[src/rtl/core/ttwv_mul.sv]
module ttwv_mul (
	input  logic               clk,
	input  logic signed [34:0] a,
	input  logic signed [32:0] b,
	output logic signed [67:0] p_q
);

	// registered product, available in the cycle after its operands
	always_ff @(posedge clk) begin
		p_q <= 68'(a) * 68'(b);
	end

endmodule

[config.mk]
export PLATFORM = sky130hd
export DESIGN_NAME = ttwv_mul
export DESIGN_NICKNAME = d
export VERILOG_FILES = /design/src/rtl/core/ttwv_mul.sv
export SDC_FILE = /design/constraint.sdc
export NUM_CORES = 2
export LEC_CHECK = 0
export ABC_CLOCK_PERIOD_IN_PS = 7900
export BUFFER_PORTS_ARGS = -buffer_cell sky130_fd_sc_hd__buf_2
export CORE_UTILIZATION = 55
export CTS_CLUSTER_SIZE = 8
export DETAILED_ROUTE_END_ITERATION = 6
export HOLD_SLACK_MARGIN = 0.06
export PLACE_DENSITY = 0.75
export SYNTH_ARGS = -nofsm -noshare
export SYNTH_HDL_FRONTEND = slang
export SYNTH_SLANG_ARGS = --single-unit
[constraint.sdc]
create_clock -name clk -period 7.9 [get_ports clk]
set_clock_uncertainty 0.1 [all_clocks]
set_input_delay 0.395 -clock clk [delete_from_list [all_inputs] [get_ports clk]]
set_output_delay 0.395 -clock clk [all_outputs]
set_load 0.02 [all_outputs]
After elaboration in Yosys (flattened, before gate mapping)
Index checks and enable logic that the tools add are counted.
W data, S select, Z words.
{"block": "totals", "ramBits": 0, "register_bits": 68, "n_memories": 0, "latchBits": 0, "romBits": 0, "inputBits": 69}
{"block": "classes", "div_mod_pow": 0, "bitwise_logic": 0, "n_eq_ne": 0, "addsub": 0, "magnitude_cmp": 0, "n_reduce_logical": 0, "n_shift": 0, "n_mux": 0, "mul": 1}
{"op": "$mul A35 B33 Y68", "n": 1}

Longest topological paths before layout
{"block": "logic_depth", "ltp_word": 1, "ltp_mapped": 29, "mapped_depth_nobuf": 27}

Worst setup path after synthesis
OpenSTA, ideal clock, no wires.
{"block": "synth_path", "path_kind": "input to register", "from": "input a[34]", "to": "register p_q[66]", "setup_slack_ns": -0.145, "cell_stages": 26, "t_required_ns": 7.673, "arrival_ns": 7.818, "n_path_buf": 2, "path_cell_list": "clkbuf_1 > nand2_1 > inv_1 > fa_1 > fa_1 > fa_1 > inv_1 > fa_1 > inv_1 > fa_1 > fa_1 > inv_1 > fa_1 > fa_1 > inv_1 > ha_1 > clkbuf_1 > a21o_1 > a21o_1 > a21oi_1 > o21bai_1 > a21o_1 > a21o_1 > a2111oi_2 > nor3_1 > xor2_1"}
{"block": "synth_via", "elab_chain_len": 1}
{"element": "start, declared", "line_no": "3", "source": "input logic signed [34:0] a,"}
{"element": "$mul A35 B33 Y68", "line_no": "10", "source": "p_q <= 68'(a) * 68'(b);"}
{"element": "end signal, assigned", "line_no": "10"}
{"element": "end, declared", "line_no": "5", "source": "output logic signed [67:0] p_q"}
Every way passes these cells.

Worst setup path after layout
{"block": "layout_path", "from": "input b[10]", "to": "register p_q[66]"}
{"block": "layout_via", "elab_chain_len": 1}
{"element": "start, declared", "line_no": "4", "source": "input logic signed [32:0] b,"}
{"element": "$mul A35 B33 Y68", "line_no": "10"}
Every way passes these cells.

==> results.cfg <==
[status]
status = finished clean

[worst_hold_path]
min_to = p_q[1]
whs_path_depth = 4
hold_path.class = input pin to flip-flop
hold_path.startpoint = b[1]

[sta]
fin_crit_ps = 7610
worstMarginPinSlew_ps = 654
setup_violations = 0
drv_slew = 0
final.period_utilization = 0.963
rsz0062_at_grt = no
max-slew-margin-rel = 0.564
hold_viol = 0
max_freq_mhz = 131

[synthesis]
ys_types = 78
syn_avg_cell_area_sq_um = 9.44
ys.flop_type = dfxtp_1
netlist.area_leader.share = 0.570
synth_edf_count = 0
yosys_warnings = 0
syn_inst = 4494
synth_area_leaders = fa_1 (57%), inv_1 (10%), and2_1 (8.7%)
synth_nets = 5991
seq_area_frac_synth = 0.0321
async_flop_share = 0
yosysTopAreaCell = fa_1
synth_common_cells = fa_1 (1207), inv_1 (1138), and2_1 (589)
syn_area_sq_um = 42400
synth_most_common_cell = fa_1
yosys_register_bits = 68

[worst_setup_path]
required_ps = 8050
critPathMaxFanout = 21
crit_path_end_kind = flip-flop
crit_top_cell = fa_1
worstPathArrival_ps = 7760
worst_setup_path_start_kind = input pin
criticalPathCategory = input pin to flip-flop
cpPeakStageDelay_ps = 570
cpMaxStageDelayCell = fa_1

[final_layout]
top_regs = p_q x68
utilization = 0.598
largest_register = p_q
nFillCells = 6536
finalNetCount = 6105
syn2layout_area_growth_pct = 7.23
drive_above_1_share = 0.0854
stdcell_count = 5643
largest_reg_flops = 68
fin_area_sq_um = 45500
diodes = 0

[cts]
cts_tree = done
cts_made_buffers = 9
cts_resized = 0
htreeDepth = 3
cts_root_buf = clkbuf_16
cts_setup_buffers = 0
cts.sinks = 68
hold_buffers = 0
clockBufferDepth = 2
cts.clk_slew.worst_paths_ps = 60

[placed_design]
post-dp-hpwl_um = 97400
place.gp.congestion = 0.965
io_buffers = 136
placed_cell_area_sq_um = 45100
dp_cells = 5627

[floorplan]
fp-row-count = 101
die_area_sq_um = 78200
core_area_sq_um = 76100
initial_core_util = 0.557
io_pins = 137
die_w_um = 280
die-height_um = 280

[run]
cap_violations = 0

[detailed_routing]
firstDrtPassIters = 5
via_count = 30400
routed_via_density = 5.39
antenna_left = 0
wl_um = 111000
wl_per_cell_um = 19.6
drc = 0
drt_iter0_drc = 2013

[global_route]
grt_max_degree = 36
grt_overflow = 0
grt_util_all_layers = 0.302
grt_pass1_vias = 34000
grt_first_pass_wirelength_um = 182000
antenna_found_initial = 5
==> metal layers <==
layer  up-vias  GRT usage  part of all wire
li1      13000          -                 -
met1     15900      0.381              0.38
met2      1211      0.521              0.51
met3       323     0.0400             0.065
met4         8      0.130             0.050
met5         -          0           0.00044
==> worst max-delay path, delay by kind of cell <==
family	cells	cell delay (ps)
buffers and inverters	8	1130
adders and majority gates	9	4220
AOI/OAI and AO/OA	7	1630
and+or+nand+nor	2	210
xor gates and xnor gates	1	150
==> placed cells by master, fill, tap and decap left out, types with 16 or more instances in the layout <==
cell type,instances
o21ai_0,39
buf_2,133
xor2_1,23
buf_4,195
dfxtp_1,68
nor3_1,16
ha_1,221
nand4_1,17
a21o_1,37
nand2_1,581
xnor2_1,49
nor2_1,65
fa_1,1206
a21oi_1,58
buf_12,16
and2_1,589
nand3_1,16
inv_1,1136
==> through the flow <==
stage | hold slack, ps | worst slack [ps] | setup TNS [ps]
3_3_place_gp | 711 | 52.3 | 0
3_5_place_dp | 710 | -74.9 | -91.2
2_1_floorplan | 422 | 21.5 | 0
5_1_grt | 528 | 3.26 | 0
4_1_cts | 508 | 287 | 0
6_report | 516 | 293 | 0
==> logic make-up after synthesis <==
family                     synth area share
AOI/OAI and AO/OA                    0.0358
adders and majority gates             0.635
DFF                                  0.0321
buffers and inverters                 0.125
muxes                              0.000472
xor gates and xnor gates             0.0149
and+or+nand+nor                       0.157
==> cell type report <==
type                            count  area, sq um  share of cell area
Tap cell                         1030         1290              0.0283
Multi-Input combinational cell   3044        35800               0.786
Clock buffer                        9          225             0.00495
Clock inverter                      7         91.3             0.00201
Sequential cell                    68         1360              0.0299
Timing Repair Buffer              347         2470              0.0544
Inverter                         1138         4280              0.0941
==> worst max-delay path by stage <==
stage	from	endpoint	slack, ps	depth (start not counted)
global route	b[10]	p_q[66]	3	26
finish	b[10]	p_q[66]	290	27
detailed placement	b[0]	p_q[66]	-70	24
global placement	b[3]	p_q[65]	50	26
CTS	b[0]	p_q[66]	290	24
floorplan	a[34]	p_q[66]	20	26
Power is left out: the tool's default activity adds up to more than one toggle a clock period on the data nets, which glitch-free logic cannot reach.
