==> src/rtl/core/ttwv_pkg.sv <==
package ttwv_pkg;

	localparam int TIME_FRAC_BITS_DEF = 8;
	localparam int CORDIC_STEPS = 16;
	localparam int ADDR_W = 5;

	// register indexes (byte address = 4 * index)
	localparam logic [2:0] REG_EDGE_DELAY  = 3'd0;
	localparam logic [2:0] REG_NS_BIAS     = 3'd1;
	localparam logic [2:0] REG_EW_BIAS     = 3'd2;
	localparam logic [2:0] REG_PATH_SCALE  = 3'd3;
	localparam logic [2:0] REG_BLEND_GAIN  = 3'd4;

	localparam logic [15:0] EDGE_DELAY_RST  = 16'd25088;
	localparam logic [15:0] NS_BIAS_RST     = 16'd335;
	localparam logic [15:0] EW_BIAS_RST     = 16'd236;
	localparam logic [19:0] PATH_SCALE_RST  = 20'd293453;
	localparam logic [15:0] BLEND_GAIN_RST  = 16'd6554;

	localparam logic [9:0] UM_PER_MM = 10'd1000;

	typedef struct packed {
		logic [15:0] edge_delay;
		logic [15:0] ns_bias;
		logic [15:0] ew_bias;
		logic [19:0] path_scale;
		logic [15:0] blend_gain;
	} cfg_t;

	// arctan(2^-i) in 1/65536 hundredths of a degree
	function automatic logic [28:0] atan_lut(input logic [3:0] idx);
		logic [28:0] v;
		unique case (idx)
			4'd0:  v = 29'd294912000;
			4'd1:  v = 29'd174096719;
			4'd2:  v = 29'd91987925;
			4'd3:  v = 29'd46694507;
			4'd4:  v = 29'd23437865;
			4'd5:  v = 29'd11730358;
			4'd6:  v = 29'd5866610;
			4'd7:  v = 29'd2933484;
			4'd8:  v = 29'd1466765;
			4'd9:  v = 29'd733385;
			4'd10: v = 29'd366693;
			4'd11: v = 29'd183347;
			4'd12: v = 29'd91673;
			4'd13: v = 29'd45837;
			4'd14: v = 29'd22918;
			4'd15: v = 29'd11459;
			default: v = 29'd0;
		endcase
		return v;
	endfunction

endpackage

==> src/rtl/core/ttwv_regs.sv <==
module ttwv_regs (
	input  logic                        clk,
	input  logic                        arst_n,
	input  logic                        psel,
	input  logic                        penable,
	input  logic                        pwrite,
	input  logic [ttwv_pkg::ADDR_W-1:0] paddr,
	input  logic [31:0]                 pwdata,
	output logic [31:0]                 prdata,
	output ttwv_pkg::cfg_t              cfg
);

	ttwv_pkg::cfg_t cfg_q;
	logic           wr_en;
	logic [2:0]     idx;

	assign wr_en = psel & penable & pwrite;
	assign idx   = paddr[ttwv_pkg::ADDR_W-1:2];
	assign cfg   = cfg_q;

	always_ff @(posedge clk or negedge arst_n) begin
		if (!arst_n) begin
			cfg_q.edge_delay  <= ttwv_pkg::EDGE_DELAY_RST;
			cfg_q.ns_bias     <= ttwv_pkg::NS_BIAS_RST;
			cfg_q.ew_bias     <= ttwv_pkg::EW_BIAS_RST;
			cfg_q.path_scale  <= ttwv_pkg::PATH_SCALE_RST;
			cfg_q.blend_gain  <= ttwv_pkg::BLEND_GAIN_RST;
		end else if (wr_en) begin
			unique case (idx)
				ttwv_pkg::REG_EDGE_DELAY:  cfg_q.edge_delay  <= pwdata[15:0];
				ttwv_pkg::REG_NS_BIAS:     cfg_q.ns_bias     <= pwdata[15:0];
				ttwv_pkg::REG_EW_BIAS:     cfg_q.ew_bias     <= pwdata[15:0];
				ttwv_pkg::REG_PATH_SCALE:  cfg_q.path_scale  <= pwdata[19:0];
				ttwv_pkg::REG_BLEND_GAIN:  cfg_q.blend_gain  <= pwdata[15:0];
				default: ;
			endcase
		end
	end

	always_comb begin
		unique case (idx)
			ttwv_pkg::REG_EDGE_DELAY:  prdata = {16'd0, cfg_q.edge_delay};
			ttwv_pkg::REG_NS_BIAS:     prdata = {16'd0, cfg_q.ns_bias};
			ttwv_pkg::REG_EW_BIAS:     prdata = {16'd0, cfg_q.ew_bias};
			ttwv_pkg::REG_PATH_SCALE:  prdata = {12'd0, cfg_q.path_scale};
			ttwv_pkg::REG_BLEND_GAIN:  prdata = {16'd0, cfg_q.blend_gain};
			default:                   prdata = 32'd0;
		endcase
	end

endmodule

==> config.mk <==
export PLATFORM = sky130hd
export DESIGN_NAME = ttwv_regs
export DESIGN_NICKNAME = d
export VERILOG_FILES = /design/src/rtl/core/ttwv_pkg.sv /design/src/rtl/core/ttwv_regs.sv
export SDC_FILE = /design/constraint.sdc
export NUM_CORES = 1
export LEC_CHECK = 0
export ABC_AREA = 1
export BUFFER_PORTS_ARGS = -buffer_cell sky130_fd_sc_hd__buf_2
export CORE_MARGIN = 1
export CORE_UTILIZATION = 50
export CTS_CLUSTER_SIZE = 10
export DETAILED_ROUTE_END_ITERATION = 16
export HOLD_SLACK_MARGIN = 0.05
export PLACE_DENSITY = 0.92
export SETUP_SLACK_MARGIN = 0.2
export SLEW_MARGIN = 20
export SYNTH_ARGS = -nofsm -noshare
export SYNTH_HDL_FRONTEND = slang
export SYNTH_SLANG_ARGS = --single-unit
==> constraint.sdc <==
create_clock -name clk -period 1.1 [get_ports clk]
set_input_delay 0.055 -clock clk [delete_from_list [all_inputs] [get_ports clk]]
set_output_delay 0.055 -clock clk [all_outputs]
set_load 0.01 [all_outputs]
# == Word-level counts from Yosys, hierarchy flattened ==
# Cells that the tools add are included.
# totals
in_bits,42
reg_bits,84
out_inout_bits,116
word_cells,18
# op_classes
mux,1
n_reduce_logical,6
n_eq_ne,4
bitwise,2
# ops
cell,count
$pmux 20 s5,1
$reduce_and 2->1,5
$eq 3x2->1 const B,2
$eq 3x1->1 const B,1
$eq 3x3->1 const B,1
$logic_not 3->1,1
$and 1x1->1,2

# == Longest topological paths before layout ==
# Gate-level depths: netlist of the first run.
# depth
ltp_word,3
ltp_mapped,8
ltp_nobuf,7

# == Worst setup path before layout of the first run ==
# OpenSTA, ideal clock, no wires.
# synth_path
kind,input port to output port
startpoint,in paddr[4] (netlist bit)
endpoint,out prdata[0]
required_ns,1.045
path_slack_ns,0.178
cell_stages,8
n_path_buf,3
t_arrival_ns,0.867
path_cell_list,buf_6 > inv_4 > buf_4 > buf_2 > nand4_1 > nand2_1 > nor2_1 > nand2_1
# synth_via
elab_chain_len,2
elab_cells_between_ends,6
classes_between,4 x eq/ne; 1 x mux; 1 x reduce/logical
# synth_rtl
element,line_no,source
from (decl),ttwv_regs.sv:7,"input logic [ttwv_pkg::ADDR_W-1:0] paddr,"
"$eq 3x3->1, or another cell as far along",ttwv_regs.sv:41,unique case (idx)
$pmux 20 s5 (*),ttwv_regs.sv:41,
to (decl),ttwv_regs.sv:9,"output logic [31:0] prdata,"
# Every way passes the cells marked *; elsewhere a longest branch is shown, timed or not.

# == Worst setup path in the final report of the first run ==
# layout_path
startpoint,reg cfg_q (netlist bit cfg[27])
endpoint,out prdata[11]
# layout_via
elab_chain_len,1
# layout_rtl
element,line_no,source
from (decl),ttwv_regs.sv:13,ttwv_pkg::cfg_t cfg_q;
$pmux 20 s5,ttwv_regs.sv:41,
# Every way passes these cells.

==> results by group, run 1 <==
Yosys
  • YS warnings: 0
  • Sequential share of the synthesized area: between 40 and 50%
  • Post-synth EDFFs: 0
  • Asr flop ratio synth: 100%
  • Yosys reg bits: 84
  • Top FF cell, synth: dfrtp_1
  • Instance count of the mapped netlist: 510
  • Count leader, synth: nand2_1
  • Yosys top cell area share: between 30% and 40%
  • Synth Cell Area: about 4300 um2
  • Synth area leaders: dfrtp_1 31%, dfstp_2 19%, nand2_1 12%
  • Post-synth top cells: 135 x nand2_1, 54 x inv_1, 54 x o21ai_1
  • Cell taking the most area after synthesis: dfrtp_1
  • Synth cell types: 23
  • Post-Syn Area per Cell: approximately 8.4 um2

Worst setup path
  • Worst reg-to-reg path cell count: 5
  • CP Class: flip-flop to output pin
  • Startpoint class of the critical path: flip-flop
  • Worst setup path endpoint: prdata[11]
  • R2r setup slk: 0.05 ns
  • CP Capture Type: output pin
  • Crit path max fanout: 2
  • Crit-path cells: nand4_1 > nand2_1 > nor2_1 > nand2_1 > buf_2
  • Critical Path AT: 1.37 ns
  • Worst setup startpoint: cfg[27]
  • Critical path required time: 1.04 ns
  • Top cell by count, worst path: nand2_1
  • CP max-delay cell: dfstp_2
  • Reg-to-reg endpoint: cfg[53]
  • Crit path largest cell delay: 0.60 ns
  • Reg2reg start: cfg[53]

Detailed routing
  • Detailed Route Iter0 Violations: 244
  • Drt drc: 0
  • Iteration count of the initial detailed-routing pass: 5
  • Vias per std cell: 5.52
  • WL final: approximately 16000 um
  • Routed vias: around 4700
  • ANT nets after route: 0
  • Average wire per cell in the routed design: 18.1 um

Floorplanning
  • Core Region: around 8300 um2
  • Num rows: 33
  • Die width: 94.8 um
  • IO Count: 158
  • Starting Density: 52.2%
  • Area of the die: between 8000 and 9000 um2
  • Die Height: 94.8 um

Power and ir drop
  • Total power draw: 0.0109 W
  • Pleak: 3.50 nW
  • Maximum VDD drop: 0.00117 V
  • Pwr dens: 1610 nW/um2

Finish
  • Area Overhead vs Synth: 57.0%
  • Layout cells sized above 1: 50.1%
  • Max reg flops: 84
  • FILL cells: 456
  • Inserted Diodes: 0
  • Core Util, Final: approximately four fifths
  • Post-layout nets: 790
  • Final Non-Filler Cells: 858

Global routing
  • Total track usage: between 30% and 40%
  • Antenna violations before repair: 0
  • Number of global-route vias before repair: 4516
  • First-pass GRT wire length: between 20000 and 25000 um
  • Largest net degree at the start of global routing: 85
  • Grt ovf: 0

STA
  • Final period util: 129%
  • FMAX: 704 MHz
  • Final hold vios: 0
  • Clk_skew: 0 ns
  • Slack of the critical path: -0.321 ns
  • Unrepaired setup endpoints after global routing: yes
  • Max-slew violation count: 0
  • Endpoints failing setup: 46
  • Post-route minimum period: between 1 and 1.5 ns
  • Min Hold Slack: ~0.24 ns

Status
  • Violated checks: setup timing
  • Status: finished with violations

Clock tree
  • Clock root cell: clkbuf_8
  • Worst-path clk slew: 0.08 ns
  • Clk sinks: 84
  • Max clock buf depth: 2
  • H-Tree Depth: 3
  • Cts bufs inserted: 9
  • CTS tree: done
  • Worst skew pair latency: 0.35 ns

Placed design
  • Routability congestion estimate: slightly above 0.8
  • Post-DP HPWL: roughly 8300 um
  • Setup slack at placement: -0.0422 ns
  • Port Buffers: 131
  • Dpl cells: 743

Min path
  • Min-delay worst type: input pin to asynchronous set/reset pin

Run
  • Max-Cap Viols: 0
metal layers:
layer | track usage, % | wire length (um) | vias to the layer above
met3 | 5.31 | 1180 | 67
met5 | 0 | 0 | -
met2 | 55.8 | 8150 | 314
met4 | 21.0 | 668 | 0
met1 | 36.6 | 5520 | 2260
li1 | - | - | 2093
cell families after synthesis:
| kind of cell | share of synthesized area [%] |
|---|---|
| AOI/OAI and AO/OA | 13.2 |
| buffers and inverters | 13.0 |
| and+or+nand+nor | 24.0 |
| DFF | 49.7 |
| other | 0.0870 |
where the power goes:
group | internal (W) | total (W) | switching (W)
Sequential | 0.00386 | 0.00443 | 0.000576
Clock | 0.00111 | 0.00222 | 0.00111
Combinational | 0.00232 | 0.00423 | 0.00191
Total | 0.00729 | 0.0109 | 0.00359
layout make-up:
cell class              instances  area, um2  area share (%)
repair buffers                259       2270            33.6
flip-flops and latches         84       2140            31.6
multi-input cells             336       1800            26.7
inverters                      58        220            3.26
clock buffers                  12        145            2.15
well taps                     105        131            1.94
clock inverters                 4       48.8           0.721
worst max-delay path: cells and delay by family, from the launching register on:
family,cells,cell delay [ns]
buffers and inverters,1,0.12
and+or+nand+nor,4,0.29
DFF,1,0.60
per-stage QoR:
step	instance area (um2)	TNS (ns)
floorplan	4360	0
global placement	5140	-0.0232
detailed placement	5140	-0.303
CTS	6210	-4.81
global route	6760	-8.30
finish	6760	-6.84
repair_timing:
item,in CTS,in global routing
pin swaps,36,29
hold buffers,21,0
gates resized for setup,84,75
buffers inserted,40,38
endpoints found under the setup margin,104,119
endpoints found under the hold margin,122,0
worst min path at each step:
stage	startpoint	endpoint	slack, ns	depth (start not counted)
2_1_floorplan	arst_n	cfg[0]	-0.24	0
3_3_place_gp	arst_n	cfg[24]	0.11	2
3_5_place_dp	arst_n	cfg[76]	0.12	2
4_1_cts	pwrite	cfg[7]	0.25	6
5_1_grt	pwrite	cfg[7]	0.29	6
6_report	arst_n	cfg[76]	0.24	3
placed cells by master (no fill, tap or decap):
master / count
bufinv_16: 1
nor2_1: 27
o21ai_1: 44
clkinv_2: 2
inv_4: 1
inv_2: 14
nor2_2: 4
clkinv_4: 1
nand2_4: 2
buf_4: 47
inv_1: 43
conb_1: 12
dlygate4sd3_1: 21
nand3_1: 26
nand3_2: 10
buf_2: 83
clkbuf_8: 10
nand4_1: 21
o21ai_0: 4
nand2_1: 123
buf_6: 99
o21ai_2: 46
nor2_4: 3
nand3_4: 2
dfstp_2: 31
buf_12: 9
nand2_2: 12
clkbuf_1: 2
dfrtp_1: 53
Power figures use the tool's default switching activity.
==> run 2, diff against run 1 <==
--- a/config.mk
+++ b/config.mk
@@ -7,12 +7,14 @@
 export LEC_CHECK = 0
 export ABC_AREA = 1
 export BUFFER_PORTS_ARGS = -buffer_cell sky130_fd_sc_hd__buf_2
+export CELL_PAD_IN_SITES_DETAIL_PLACEMENT = 2
+export CELL_PAD_IN_SITES_GLOBAL_PLACEMENT = 2
 export CORE_MARGIN = 1
-export CORE_UTILIZATION = 50
+export CORE_UTILIZATION = 28
 export CTS_CLUSTER_SIZE = 10
 export DETAILED_ROUTE_END_ITERATION = 16
 export HOLD_SLACK_MARGIN = 0.05
-export PLACE_DENSITY = 0.92
+export PLACE_DENSITY = 0.91
 export SETUP_SLACK_MARGIN = 0.2
 export SLEW_MARGIN = 20
 export SYNTH_ARGS = -nofsm -noshare
==> run 2 against run 1 <==
- the flow still finishes with violations (setup timing)
- final cell count grew 11%
- clock power grew 82%
- clock-buffer cell count shrank 2
- final area grew 10%
- register-to-register slack is essentially flat
- via count grew 5.5%
- hold slack lost 0.15 ns
- sequential power grew 2%
- die area grew 77%
- utilization shrank 31 points
==> results by group, run 2 (synthesis results as in run 1) <==
Finish
  • Layout cells sized above 1: 54.2% (+4.1 points)
  • Commonest non-fill, non-tap cell in the layout: buf_6
  • Inserted Diodes: 0 (unchanged)
  • Max reg flops: 84 (unchanged)
  • Post-layout nets: 803 (+1.6%)
  • Area Overhead vs Synth: 73.2%
  • Final Non-Filler Cells: 950 (+11%)
  • Commonest non-fill, non-tap cells in the layout: 125 x buf_6, 119 x nand2_1, 72 x buf_2, 53 x dfrtp_1, 50 x o21ai_2

Placed design
  • Routability congestion estimate: 0.816 (+0.85%)
  • Port Buffers: 131 (unchanged)
  • Dpl cells: 826 (+11%)
  • Post-DP HPWL: 12100 um (+45%)

Clock tree
  • Clk sinks: 84 (unchanged)
  • Worst skew pair latency: 0.36 ns (about the same)
  • H-Tree Depth: 3 (unchanged)
  • Worst-path clk slew: 0.07 ns (about the same)
  • CTS tree: done
  • Clock root cell: clkbuf_16
  • Cts bufs inserted: 9 (unchanged)
  • Max clock buf depth: 2 (unchanged)

Global routing
  • Met1 GRT Util: 29.5% (-7.1 points)
  • Number of global-route vias before repair: 5367 (+19%)
  • M3 GR Usage: 4.97% (-0.34 points)
  • Largest net degree at the start of global routing: 44 (-48%)
  • Grt met2 use: 49.3% (-6.5 points)
  • Antenna violations before repair: 0 (unchanged)
  • Total track usage: 26.8% (-5.4 points)
  • First-pass GRT wire length: 31900 um (+48%)
  • GRT Max-Usage Layer: met2
  • Grt ovf: 0 (unchanged)

Status
  • Status: finished with violations
  • Violated checks: setup timing

Worst setup path
  • CP Class: flip-flop to output pin
  • Critical path required time: 1.04 ns (about the same)
  • Crit path max fanout: 3 (+1)
  • Reg2reg start: cfg[41]
  • CP Capture Type: output pin
  • Crit-path cells: nand4_1 > nand2_1 > nor2_2 > nand2_1 > buf_2
  • Top cell by count, worst path: nand2_1
  • Startpoint class of the critical path: flip-flop
  • Reg-to-reg endpoint: cfg[41]
  • CP max-delay cell: dfstp_2
  • Crit path largest cell delay: 0.57 ns (-0.03 ns)
  • Worst reg-to-reg path cell count: 5 (unchanged)
  • R2r setup slk: 0.05 ns (about the same)
  • Critical Path AT: 1.46 ns (+0.09 ns)

STA
  • Min Hold Slack: 0.0846 ns (-0.151 ns)
  • Final hold vios: 0 (unchanged)
  • Unrepaired setup endpoints after global routing: yes
  • Slack of the critical path: -0.415 ns (-0.0938 ns)
  • Endpoints failing setup: 56 (+22%)
  • FMAX: 660 MHz (-6.2%)
  • Final period util: 138% (+8.5 points)
  • Clk_skew: 0 ns (unchanged)
  • Max-slew violation count: 0 (unchanged)
  • Post-route minimum period: 1.51 ns (+0.0938 ns)

Run
  • Max-Cap Viols: 0 (unchanged)

Detailed routing
  • Average wire per cell in the routed design: 26.3 um (+45%)
  • ANT nets after route: 0 (unchanged)
  • Routed vias: 4993 (+5.5%)
  • Iteration count of the initial detailed-routing pass: 4 (-1)
  • Vias per std cell: 5.26 (-4.7%)
  • Drt drc: 0 (unchanged)
  • Detailed Route Iter0 Violations: 267 (+9.4%)
  • WL final: 25000 um (+61%)

Floorplanning
  • Core Region: 14800 um2 (+79%)
  • IO Count: 158 (unchanged)
  • Die width: 126 um (+33%)
  • Area of the die: 15900 um2 (+77%)
  • Starting Density: 29.2% (-23 points)
  • Die Height: 126 um (+33%)
  • Num rows: 44 (+33%)

Power and ir drop
  • Pwr dens: 1810 nW/um2 (+13%)
  • Pleak: 3.70 nW (+5.8%)
  • Maximum VDD drop: 0.000995 V (-15%)

Min path
  • Min-delay worst type: input pin to asynchronous set/reset pin
-- run 2: critical path, delay by kind of cell (launching register included) --
| family | cells | cell delay [ns] |
|---|---|---|
| and+or+nand+nor | 4 | 0.38 |
| DFF | 1 | 0.57 |
| buffers and inverters | 1 | 0.15 |
-- run 2: through the flow --
stage                     setup TNS, ns  util (%)  area [um2]  setup WS, ns  power [W]
after floorplan                       0         -        4360         0.210    0.00562
after global placement           -0.194      36.2        5340       -0.0426    0.00676
after detailed placement          -5.08      36.2        5340        -0.155    0.00698
after CTS                         -4.96      45.4        6690        -0.286     0.0120
after global routing              -9.75      50.6        7460        -0.433     0.0140
final                             -8.34      50.6        7460        -0.415     0.0135
-- run 2: power by group --
group | switching (W) | internal (W) | total, W
Combinational | 0.00238 | 0.00262 | 0.00499
Clock | 0.00152 | 0.00252 | 0.00404
Sequential | 0.000641 | 0.00386 | 0.00450
-- run 2: area by class of cell --
class	count	area, um2
Fill cell	1532	7290
Timing Repair Buffer	271	2560
Sequential cell	84	2140
Multi-Input combinational cell	337	1930
Clock buffer	10	239
Tap cell	184	230
Inverter	58	223
Clock inverter	6	134
-- run 2: layer usage --
metal | share of wire (%) | vias up
li1 | - | 2129
met2 | 53 | 215
met3 | 4.9 | 85
met4 | 4.6 | 0
met1 | 37 | 2564
met5 | 0 | -
-- run 2: worst max path at each step --
stage	startpoint	endpoint	slack, ns	depth (start not counted)
floorplan	cfg[4]	prdata[4]	0.21	4
global placement	paddr[2]	prdata[3]	-0.04	9
detailed placement	paddr[2]	cfg[47]	-0.15	8
CTS	cfg[54]	prdata[2]	-0.29	5
global route	cfg[53]	prdata[1]	-0.43	5
finish	cfg[53]	prdata[1]	-0.41	5
-- run 2: what timing repair did --
item | in CTS | in global routing
setup endpoints to repair | 104 | 138
endpoints found under the hold margin | 99 | 0
buffers inserted | 41 | 45
gates resized for setup | 108 | 115
hold buffers | 21 | 0
gates cloned | 0 | 1
pin swaps | 44 | 30
